## config.mk

```make
export PLATFORM = sky130hd
export DESIGN_NAME = block_index_search_core
export DESIGN_NICKNAME = d
export VERILOG_FILES = /design/src/rtl/bis_pkg.sv /design/src/rtl/block_index_search_core.sv /design/src/rtl/bis_seq.sv /design/src/rtl/bis_datapath.sv
export SDC_FILE = /design/constraint.sdc
export NUM_CORES = 2
export LEC_CHECK = 0
export ABC_AREA = 1
export BUFFER_PORTS_ARGS = -buffer_cell sky130_fd_sc_hd__clkbuf_2
export CORE_MARGIN = 2
export CORE_UTILIZATION = 52
export DETAILED_ROUTE_END_ITERATION = 6
export PLACE_DENSITY_LB_ADDON = 0.2
export SYNTH_ARGS = -nofsm -noshare
export SYNTH_HDL_FRONTEND = slang
export SYNTH_HIERARCHICAL = 1
export SYNTH_SLANG_ARGS = --single-unit
```

## constraint.sdc

```tcl
create_clock -name clock -period 4.8 [get_ports clock]
set_clock_uncertainty 0.15 [all_clocks]
set_input_delay 0.72 -clock clock [delete_from_list [all_inputs] [get_ports clock]]
set_output_delay 0.72 -clock clock [all_outputs]
set_load 0.01 [all_outputs]
```

## src/rtl/bis_pkg.sv

```systemverilog
package bis_pkg;

   // Default table sizes
   localparam int MAX_BLOCKS_DEF = 16;
   localparam int MAX_ITEMS_DEF  = 64;

   // Field widths of the request, response and configuration ports
   localparam int OP_W       = 2;
   localparam int ADDR_W     = 6;
   localparam int KEY_W      = 32;
   localparam int START_W    = 6;
   localparam int POS_W      = 6;
   localparam int NB_W       = 5;
   localparam int LL_W       = 7;
   localparam int CSR_IDX_W  = 2;
   localparam int CSR_DATA_W = 7;

   // Request operation codes
   typedef enum logic [OP_W-1:0] {
      OP_WRITE_INDEX = 2'd0,
      OP_WRITE_KEY   = 2'd1,
      OP_SEARCH      = 2'd2
   } op_type;

   // Configuration register indexes and reset values
   localparam logic [CSR_IDX_W-1:0] CSR_NUM_BLOCKS  = 2'd0;
   localparam logic [CSR_IDX_W-1:0] CSR_LIST_LENGTH = 2'd1;
   localparam logic [NB_W-1:0]      RST_NUM_BLOCKS  = 5'd1;
   localparam logic [LL_W-1:0]      RST_LIST_LENGTH = 7'd64;

   // Microprogram step addresses
   typedef logic [2:0] step_type;
   localparam step_type STEP_INIT    = 3'd0;
   localparam step_type STEP_BS_TEST = 3'd1;
   localparam step_type STEP_BS_CMP  = 3'd2;
   localparam step_type STEP_BLK_RD  = 3'd3;
   localparam step_type STEP_BLK_SET = 3'd4;
   localparam step_type STEP_SCAN    = 3'd5;
   localparam step_type STEP_FINISH  = 3'd6;

   // Datapath action of one control word
   typedef enum logic [2:0] {
      ACT_INIT      = 3'd0,
      ACT_BS_ISSUE  = 3'd1,
      ACT_BS_UPDATE = 3'd2,
      ACT_BLK_ISSUE = 3'd3,
      ACT_BLK_SET   = 3'd4,
      ACT_SCAN      = 3'd5,
      ACT_FINISH    = 3'd6
   } act_type;

   // Jump condition of one control word
   typedef enum logic [2:0] {
      COND_NEVER     = 3'd0,
      COND_ALWAYS    = 3'd1,
      COND_LO_GE_HI  = 3'd2,
      COND_BLK_NONE  = 3'd3,
      COND_SCAN_MORE = 3'd4
   } cond_type;

   typedef struct packed {
      act_type  act;
      cond_type cond;
      step_type target;
   } uword_type;

   // Sequencer to datapath
   typedef struct packed {
      logic    fire;
      act_type act;
   } ctl_type;

   // Datapath to sequencer
   typedef struct packed {
      logic lo_ge_hi;
      logic blk_none;
      logic scan_more;
   } stat_type;

   // Load and start strobes from the request port
   typedef struct packed {
      logic                     idx_we;
      logic                     key_we;
      logic                     start;
      logic [ADDR_W-1:0]        addr;
      logic signed [KEY_W-1:0]  key;
      logic [START_W-1:0]       blk_start;
   } load_type;

   // Search microprogram: jump to target when the condition holds, else fall through
   function automatic uword_type ucode_word(input step_type step);
      uword_type w;
      case (step)
         STEP_INIT:    w = '{ACT_INIT,      COND_NEVER,     STEP_INIT};
         STEP_BS_TEST: w = '{ACT_BS_ISSUE,  COND_LO_GE_HI,  STEP_BLK_RD};
         STEP_BS_CMP:  w = '{ACT_BS_UPDATE, COND_ALWAYS,    STEP_BS_TEST};
         STEP_BLK_RD:  w = '{ACT_BLK_ISSUE, COND_BLK_NONE,  STEP_FINISH};
         STEP_BLK_SET: w = '{ACT_BLK_SET,   COND_NEVER,     STEP_INIT};
         STEP_SCAN:    w = '{ACT_SCAN,      COND_SCAN_MORE, STEP_SCAN};
         STEP_FINISH:  w = '{ACT_FINISH,    COND_NEVER,     STEP_INIT};
         default:      w = '{ACT_FINISH,    COND_NEVER,     STEP_INIT};
      endcase
      return w;
   endfunction

endpackage

```

## src/rtl/block_index_search_core.sv

```systemverilog
// Channel    Handshake              Payload
// req        req_valid/req_ready    req_operation, req_address, req_key_value, req_block_start
// rsp        rsp_valid/rsp_ready    rsp_found, rsp_position
// csr        csr_valid/csr_ready    csr_index, csr_wdata
//
// Loads give no response. A search runs a microprogram: a binary search
// over m index entries, a fetch of the block bounds, a scan of the block's
// list keys from its end downward, and a final step that posts the
// response.
// Reset is synchronous; the tables hold no reset value and need no clearing.
// A held response stalls only the final step; requests wait while a search runs.
module block_index_search_core #(
   parameter int MAX_BLOCKS = bis_pkg::MAX_BLOCKS_DEF,
   parameter int MAX_ITEMS  = bis_pkg::MAX_ITEMS_DEF
) (
   input  logic                             clock,
   input  logic                             reset,
   input  logic                             req_valid,
   output logic                             req_ready,
   input  logic [bis_pkg::OP_W-1:0]         req_operation,
   input  logic [bis_pkg::ADDR_W-1:0]       req_address,
   input  logic signed [bis_pkg::KEY_W-1:0] req_key_value,
   input  logic [bis_pkg::START_W-1:0]      req_block_start,
   output logic                             rsp_valid,
   input  logic                             rsp_ready,
   output logic                             rsp_found,
   output logic [bis_pkg::POS_W-1:0]        rsp_position,
   input  logic                             csr_valid,
   output logic                             csr_ready,
   input  logic [bis_pkg::CSR_IDX_W-1:0]    csr_index,
   input  logic [bis_pkg::CSR_DATA_W-1:0]   csr_wdata
);
   import bis_pkg::*;

   logic [NB_W-1:0]  num_blocks_ff, num_blocks_in;
   logic [LL_W-1:0]  list_length_ff, list_length_in;
   logic             rsp_valid_ff, rsp_valid_in;
   logic             rsp_found_ff;
   logic [POS_W-1:0] rsp_position_ff;

   logic             req_acc;
   logic             busy;
   logic             out_blocked;
   logic             finish;
   load_type         load;
   ctl_type          ctl;
   stat_type         stat;
   logic             dp_found;
   logic [POS_W-1:0] dp_position;

   // Configuration writes
   assign csr_ready = 1'b1;

   always_comb begin
      num_blocks_in  = num_blocks_ff;
      list_length_in = list_length_ff;
      if (csr_valid) begin
         case (csr_index)
            CSR_NUM_BLOCKS:  num_blocks_in  = csr_wdata[NB_W-1:0];
            CSR_LIST_LENGTH: list_length_in = csr_wdata[LL_W-1:0];
            default: begin
            end
         endcase
      end
   end

   // Decode the request into table writes or a search start
   assign req_ready = !busy;
   assign req_acc   = req_valid && req_ready;

   assign load.idx_we    = req_acc && (req_operation == OP_WRITE_INDEX)
                           && (32'(req_address) < 32'(MAX_BLOCKS));
   assign load.key_we    = req_acc && (req_operation == OP_WRITE_KEY)
                           && (32'(req_address) < 32'(MAX_ITEMS));
   assign load.start     = req_acc && (req_operation == OP_SEARCH);
   assign load.addr      = req_address;
   assign load.key       = req_key_value;
   assign load.blk_start = req_block_start;

   bis_seq u_seq (
      .clock       (clock),
      .reset       (reset),
      .start       (load.start),
      .out_blocked (out_blocked),
      .stat        (stat),
      .ctl         (ctl),
      .busy        (busy)
   );

   bis_datapath #(
      .MAX_BLOCKS (MAX_BLOCKS),
      .MAX_ITEMS  (MAX_ITEMS)
   ) u_datapath (
      .clock       (clock),
      .load        (load),
      .ctl         (ctl),
      .num_blocks  (num_blocks_ff),
      .list_length (list_length_ff),
      .stat        (stat),
      .found       (dp_found),
      .position    (dp_position)
   );

   // Response register: load on the final step, drop when taken
   assign out_blocked = rsp_valid_ff && !rsp_ready;
   assign finish      = ctl.fire && (ctl.act == ACT_FINISH);

   always_comb begin
      rsp_valid_in = rsp_valid_ff;
      if (finish) begin
         rsp_valid_in = 1'b1;
      end else if (rsp_ready) begin
         rsp_valid_in = 1'b0;
      end
   end

   always_ff @(posedge clock) begin
      if (reset) begin
         num_blocks_ff  <= RST_NUM_BLOCKS;
         list_length_ff <= RST_LIST_LENGTH;
         rsp_valid_ff   <= 1'b0;
      end else begin
         num_blocks_ff  <= num_blocks_in;
         list_length_ff <= list_length_in;
         rsp_valid_ff   <= rsp_valid_in;
      end
   end

   always_ff @(posedge clock) begin
      if (finish) begin
         rsp_found_ff    <= dp_found;
         rsp_position_ff <= dp_position;
      end
   end

   assign rsp_valid    = rsp_valid_ff;
   assign rsp_found    = rsp_found_ff;
   assign rsp_position = rsp_position_ff;

endmodule

```

## src/rtl/bis_seq.sv

```systemverilog
module bis_seq (
   input  logic               clock,
   input  logic               reset,
   input  logic               start,
   input  logic               out_blocked,
   input  bis_pkg::stat_type  stat,
   output bis_pkg::ctl_type   ctl,
   output logic               busy
);
   import bis_pkg::*;

   logic      busy_ff, busy_in;
   step_type  pc_ff, pc_in;
   uword_type word;
   logic      take;
   logic      fire;

   // Fetch the control word of the current step
   assign word = ucode_word(pc_ff);

   // Evaluate the jump condition
   always_comb begin
      case (word.cond)
         COND_NEVER:     take = 1'b0;
         COND_ALWAYS:    take = 1'b1;
         COND_LO_GE_HI:  take = stat.lo_ge_hi;
         COND_BLK_NONE:  take = stat.blk_none;
         COND_SCAN_MORE: take = stat.scan_more;
         default:        take = 1'b0;
      endcase
   end

   // Hold the final step while the response register is still occupied
   assign fire = busy_ff && !(word.act == ACT_FINISH && out_blocked);

   // Advance the step counter
   always_comb begin
      busy_in = busy_ff;
      pc_in   = pc_ff;
      if (start) begin
         busy_in = 1'b1;
         pc_in   = STEP_INIT;
      end else if (fire) begin
         if (word.act == ACT_FINISH) begin
            busy_in = 1'b0;
         end else if (take) begin
            pc_in = word.target;
         end else begin
            pc_in = step_type'(pc_ff + 3'd1);
         end
      end
   end

   always_ff @(posedge clock) begin
      if (reset) begin
         busy_ff <= 1'b0;
         pc_ff   <= STEP_INIT;
      end else begin
         busy_ff <= busy_in;
         pc_ff   <= pc_in;
      end
   end

   assign ctl.fire = fire;
   assign ctl.act  = word.act;
   assign busy     = busy_ff;

endmodule

```

## src/rtl/bis_datapath.sv

```systemverilog
module bis_datapath #(
   parameter int MAX_BLOCKS = bis_pkg::MAX_BLOCKS_DEF,
   parameter int MAX_ITEMS  = bis_pkg::MAX_ITEMS_DEF
) (
   input  logic                      clock,
   input  bis_pkg::load_type         load,
   input  bis_pkg::ctl_type          ctl,
   input  logic [bis_pkg::NB_W-1:0]  num_blocks,
   input  logic [bis_pkg::LL_W-1:0]  list_length,
   output bis_pkg::stat_type         stat,
   output logic                      found,
   output logic [bis_pkg::POS_W-1:0] position
);
   import bis_pkg::*;

   localparam int BLK_W  = (MAX_BLOCKS > 1) ? $clog2(MAX_BLOCKS) : 1;
   localparam int CNT_BW = $clog2(MAX_BLOCKS + 1);
   localparam int ITM_W  = $clog2(MAX_ITEMS);
   localparam int LEN_W  = $clog2(MAX_ITEMS + 1);
   localparam int EXT_W  = (LEN_W > START_W) ? LEN_W : START_W;

   // Index table and key list
   logic signed [KEY_W-1:0] idx_key_mem   [MAX_BLOCKS];
   logic [START_W-1:0]      idx_start_mem [MAX_BLOCKS];
   logic signed [KEY_W-1:0] list_mem      [MAX_ITEMS];

   logic signed [KEY_W-1:0] key_ff;
   logic signed [KEY_W-1:0] idx_key_rd_ff;
   logic signed [KEY_W-1:0] list_rd_ff;
   logic [START_W-1:0]      st_a_rd_ff;
   logic [START_W-1:0]      st_b_rd_ff;

   logic [CNT_BW-1:0] lo_ff, lo_in;
   logic [CNT_BW-1:0] hi_ff, hi_in;
   logic [CNT_BW-1:0] mid_ff, mid_in;
   logic [START_W-1:0] first_ff, first_in;
   logic [LEN_W-1:0]  cnt_ff, cnt_in;
   logic              pend_ff, pend_in;
   logic [ITM_W-1:0]  pend_pos_ff, pend_pos_in;
   logic              hit_ff, hit_in;
   logic [ITM_W-1:0]  pos_ff, pos_in;

   logic [CNT_BW-1:0] m_c;
   logic [LEN_W-1:0]  len_c;
   logic [CNT_BW:0]   sum_c;
   logic [CNT_BW:0]   lo_p1_c;
   logic              has_next_c;
   logic [EXT_W-1:0]  end_raw_c;
   logic [EXT_W-1:0]  end_c;
   logic [LEN_W-1:0]  cnt_dec_c;
   logic              more_c;
   logic              scan_hit_c;

   // Saturate the configured sizes to the table depths
   assign m_c   = (32'(num_blocks) > 32'(MAX_BLOCKS)) ? CNT_BW'(MAX_BLOCKS)
                                                      : CNT_BW'(num_blocks);
   assign len_c = (32'(list_length) > 32'(MAX_ITEMS)) ? LEN_W'(MAX_ITEMS)
                                                      : LEN_W'(list_length);

   assign sum_c      = {1'b0, lo_ff} + {1'b0, hi_ff};
   assign lo_p1_c    = {1'b0, lo_ff} + (CNT_BW+1)'(1);
   assign has_next_c = lo_p1_c < {1'b0, m_c};

   // Block end plus one, cut to the list length
   assign end_raw_c = has_next_c ? EXT_W'(st_b_rd_ff) : EXT_W'(len_c);
   assign end_c     = (end_raw_c > EXT_W'(len_c)) ? EXT_W'(len_c) : end_raw_c;

   assign cnt_dec_c  = cnt_ff - LEN_W'(1);
   assign more_c     = EXT_W'(cnt_ff) > EXT_W'(first_ff);
   assign scan_hit_c = pend_ff && (list_rd_ff == key_ff);

   assign stat.lo_ge_hi  = lo_ff >= hi_ff;
   assign stat.blk_none  = (lo_ff >= m_c) || (len_c == '0);
   assign stat.scan_more = !scan_hit_c && more_c;

   // Write loads into the tables
   always_ff @(posedge clock) begin
      if (load.idx_we) begin
         idx_key_mem[BLK_W'(load.addr)]   <= load.key;
         idx_start_mem[BLK_W'(load.addr)] <= load.blk_start;
      end
      if (load.key_we) begin
         list_mem[ITM_W'(load.addr)] <= load.key;
      end
   end

   // Read the index keys during the binary search
   always_ff @(posedge clock) begin
      if (ctl.fire && ctl.act == ACT_BS_ISSUE) begin
         idx_key_rd_ff <= idx_key_mem[mid_in[BLK_W-1:0]];
      end
   end

   // Read this block's start and the next block's start
   always_ff @(posedge clock) begin
      if (ctl.fire && ctl.act == ACT_BLK_ISSUE) begin
         st_a_rd_ff <= idx_start_mem[lo_ff[BLK_W-1:0]];
         st_b_rd_ff <= idx_start_mem[lo_p1_c[BLK_W-1:0]];
      end
   end

   // Read list keys from the block end downward
   always_ff @(posedge clock) begin
      if (ctl.fire && ctl.act == ACT_SCAN && !scan_hit_c && more_c) begin
         list_rd_ff <= list_mem[cnt_dec_c[ITM_W-1:0]];
      end
   end

   // Next values of the search registers
   always_comb begin
      lo_in       = lo_ff;
      hi_in       = hi_ff;
      mid_in      = sum_c[CNT_BW:1];
      first_in    = first_ff;
      cnt_in      = cnt_ff;
      pend_in     = pend_ff;
      pend_pos_in = pend_pos_ff;
      hit_in      = hit_ff;
      pos_in      = pos_ff;
      if (ctl.fire) begin
         case (ctl.act)
            ACT_INIT: begin
               lo_in   = '0;
               hi_in   = m_c;
               hit_in  = 1'b0;
               pos_in  = '0;
               pend_in = 1'b0;
            end
            ACT_BS_UPDATE: begin
               if (idx_key_rd_ff >= key_ff) begin
                  hi_in = mid_ff;
               end else begin
                  lo_in = mid_ff + CNT_BW'(1);
               end
            end
            ACT_BLK_SET: begin
               first_in = st_a_rd_ff;
               cnt_in   = LEN_W'(end_c);
               pend_in  = 1'b0;
            end
            ACT_SCAN: begin
               if (scan_hit_c) begin
                  hit_in = 1'b1;
                  pos_in = pend_pos_ff;
               end else if (more_c) begin
                  cnt_in      = cnt_dec_c;
                  pend_in     = 1'b1;
                  pend_pos_in = cnt_dec_c[ITM_W-1:0];
               end else begin
                  pend_in = 1'b0;
               end
            end
            default: begin
            end
         endcase
      end
   end

   always_ff @(posedge clock) begin
      if (load.start) begin
         key_ff <= load.key;
      end
      lo_ff       <= lo_in;
      hi_ff       <= hi_in;
      mid_ff      <= mid_in;
      first_ff    <= first_in;
      cnt_ff      <= cnt_in;
      pend_ff     <= pend_in;
      pend_pos_ff <= pend_pos_in;
      hit_ff      <= hit_in;
      pos_ff      <= pos_in;
   end

   assign found    = hit_ff;
   assign position = POS_W'(pos_ff);

endmodule

```

==> flow_summary.yaml <==
status:
  outcome: "complete, no violations"
die:
  coreArea_um2: 219000
  fp.dieH_um: 473
  die_w_um: 473
  row_count: 172
  start_util_pct: 52.2
  ios: 70
  dieArea_um2: 224000
timing:
  fmax_ghz: 0.227
  rsz0062_at_grt: "false"
  worst_hold_slack_ps: 59.9
  drv_slew: 0
  finalCritPeriodShare_pct: 91.6
  finalCriticalPeriod_ps: 4400
  hold_violations: 0
  tightestPinTransition_ps: 1240
  slew_headroom_pct: 17.6
  setup_violations: 0
yosys:
  synth_top_area_share_pct: 73.7
  yosys_warnings: 6
  synthSimpleGateAreaFrac_pct: 9.68
  synth-compound-area-share_pct: 9.38
  synth_cells: 8663
  synth_top_family_by_area: "simple AND/OR/NAND/NOR gates"
  synthXorXnorAreaFrac_pct: 0.203
  yosys.area.top_type: "edfxtp_1"
  synth_mux_area_share_pct: 2.66
  ys_seq_area_share_pct: 74.1
  ys_ff_latch: 2830
  synth_fp_nets: 8795
  synth-edff-count: 2808
  ys.flop_type: "edfxtp_1"
  ys_types: 58
  async_reset_ff_share_pct: 0
  synth_fa_ha_area_share_pct: 0.794
  syn_avg_cell_area_um2: 13.2
  netlist_area_um2: 114000
  ys_top_cells_by_area: "edfxtp_1 (74%), o21ai_0 (5.0%), nor2_1 (3.9%)"
layout:
  syn_to_final_growth_pct: 11.6
  finalNetCount: 8828
  fill_cells: 17000
  drive_gt1_share_pct: 10.5
  utilization_pct: 58.2
  final_area_um2: 128000
  mostFrequentLayoutCells: "edfxtp_1 (2808), o21ai_0 (1136), nor2_1 (1116), nand2_1 (839), nand3_1 (576)"
  layout_commonest_cell: "edfxtp_1"
route:
  drc: 0
  wirelength_um: 314000
  ant_nets: 0
  drtIter0Drc: 9126
  routedWlPerCell_um: 26.6
  route.vias.total: 72600
  drtPass1Iterations: 6
  viasPerCell: 6.15
place:
  gp_congestion: 0.861
  dpl.hpwl_um: 166000
  io_buffers: 68
  dpl_cell_area_um2: 118000
power_and_ir_drop:
  power_leakage_nw: 42.5
  powerDensity_nw_per_um2: 401
  worst_ir_drop_vdd_uv: 524
setup_path:
  regToRegSetupSlack_ps: 400
  cp-startpoint: "u_datapath/lo_ff[2]$_SDFFCE_PN0P_"
  required_ps: 5300
  cp_max_fo: 7
  reg2reg_from: "u_datapath/lo_ff[2]$_SDFFCE_PN0P_"
  cp_top_family: "simple AND/OR/NAND/NOR gates"
  end_kind: "flop"
  cp-start-kind: "flop"
  slowest_delay_ps: 540
  critical_path_buf_inv_count: 3
  path_cells: "nand2_4 -> inv_4 -> nand2_2 -> xor2_1 -> inv_1 -> ha_1 -> a21oi_1 -> nor2_1 -> nor3_1 -> nand2_1 -> o21ai_0 -> inv_1 -> ha_1 -> nand2_1 -> o21ai_0 -> a21oi_1 -> o21ai_1 -> nand3_2 -> nor2_1 -> o21ai_1"
  critical_path_class: "flop to flop"
  crit_arrival_ps: 4900
  crit_slowest_cell: "edfxtp_1"
clock_network:
  cts_setup_buffers: 0
  clockBufferDepth: 4
  numCtsBuffers: 306
  cts.sinks: 2830
  cts_max_level: 5
  clk_pin_slew_ps: 60
  cts_tree: "built"
  root_buffer: "clkbuf_16"
  worstSkewPairLatency_ps: 930
global_routing:
  grt_max_degree: 194
  grt_pass1_vias: 69200
  grt.total_usage_pct: 27.6
  globalRouteOverflowTotal: 0
  grt_first_pass_wirelength_um: 456000
  antenna_found_initial: 20
job:
  maxCapViolCount: 0
worst_hold_path:
  hold_start: "csr_index[1]"
  hold_class: "primary input to flop"
[path summary, 6_finish.rpt]
kind,to,cells past startpoint
worst max-delay path,u_datapath/cnt_ff[1]$_DFFE_PP_,20
worst min-delay path,num_blocks_ff[0]$_SDFFE_PP1P_,5
worst max register to register,u_datapath/cnt_ff[1]$_DFFE_PP_,20
worst min register to register,u_datapath/first_ff[1]$_DFFE_PP_,0
[layer usage]
layer	up-vias	share of wire, %	global-route usage, %
li1	32100	-	-
met5	-	0	0
met2	3432	47	43.6
met1	36500	40	38.7
met4	0	4.1	11.4
met3	594	8.3	4.01
[worst min-delay path, delay by kind of cell]
kind                   cells  cell delay [ps]
and+or+nand+nor            4              260
buffers and inverters      1               90
[cell type report]
class / count / area [um2] / area share [%]
antenna: 17 / 42.5 / 0.0333
clock buffer: 374 / 8020 / 6.28
clock inverter: 154 / 1160 / 0.907
inverter: 237 / 940 / 0.736
multi-input combinational: 5028 / 26700 / 20.9
sequential: 2830 / 84800 / 66.4
tap: 2871 / 3590 / 2.81
timing repair buffer: 293 / 2490 / 1.95
[state kept, by name, summed over array words and instances, names as in the netlist, 7 cells and up]
| signal | count |
|---|---|
| u_datapath/list_mem | 2048 |
| list_length_ff | 7 |
| u_datapath/cnt_ff | 7 |
| u_datapath/idx_key_rd_ff | 32 |
| u_datapath/idx_start_mem | 96 |
| u_datapath/idx_key_mem | 512 |
| u_datapath/list_rd_ff | 32 |
| u_datapath/key_ff | 32 |
[where the power goes]
group	internal (mW)	total (mW)	switching, mW
Clock	12.6	21.9	9.30
Sequential	27.2	27.3	0.0295
Combinational	0.540	1.96	1.42
Total	40.4	51.2	10.7
[timing repair]
action	4_1_cts	5_1_grt
endpoints found under the hold margin	14	0
gates resized for setup	0	0
hold buffers	10	0
[per-stage QoR]
step	std cells	total power [mW]	worst slack [ps]	TNS, ps
5_1_grt	11800	52.5	32.7	0
2_1_floorplan	8663	28.8	-8.57	-958
6_report	11800	51.2	401	0
3_3_place_gp	11200	29.7	528	0
3_5_place_dp	11200	29.7	475	0
4_1_cts	11800	51.4	462	0
[kinds of logic (layout without fill, tap and decap cells)]
group	count (synthesis)	in the layout
AND/OR/NAND/NOR	2699	2699
adder cells (fa/ha/maj)	72	72
AO/OA/AOI/OAI	1944	1944
flip-flops	2830	2830
buffers and inverters	805	1058
multiplexers	288	288
other	1	18
XOR/XNOR	24	24
[cells in the mapped netlist (47+ instances only)]
cell type	instances
o22ai_1	516
nor2_1	1196
a21oi_1	91
o211ai_1	65
mux2i_1	160
buf_2	198
o21ai_0	1136
buf_4	47
mux2_2	128
nand3_1	576
ha_1	71
nand2_1	839
edfxtp_1	2808
clkbuf_1	276
inv_1	228
o21ai_1	80
Note: power is estimated with default switching activity, not from simulation.
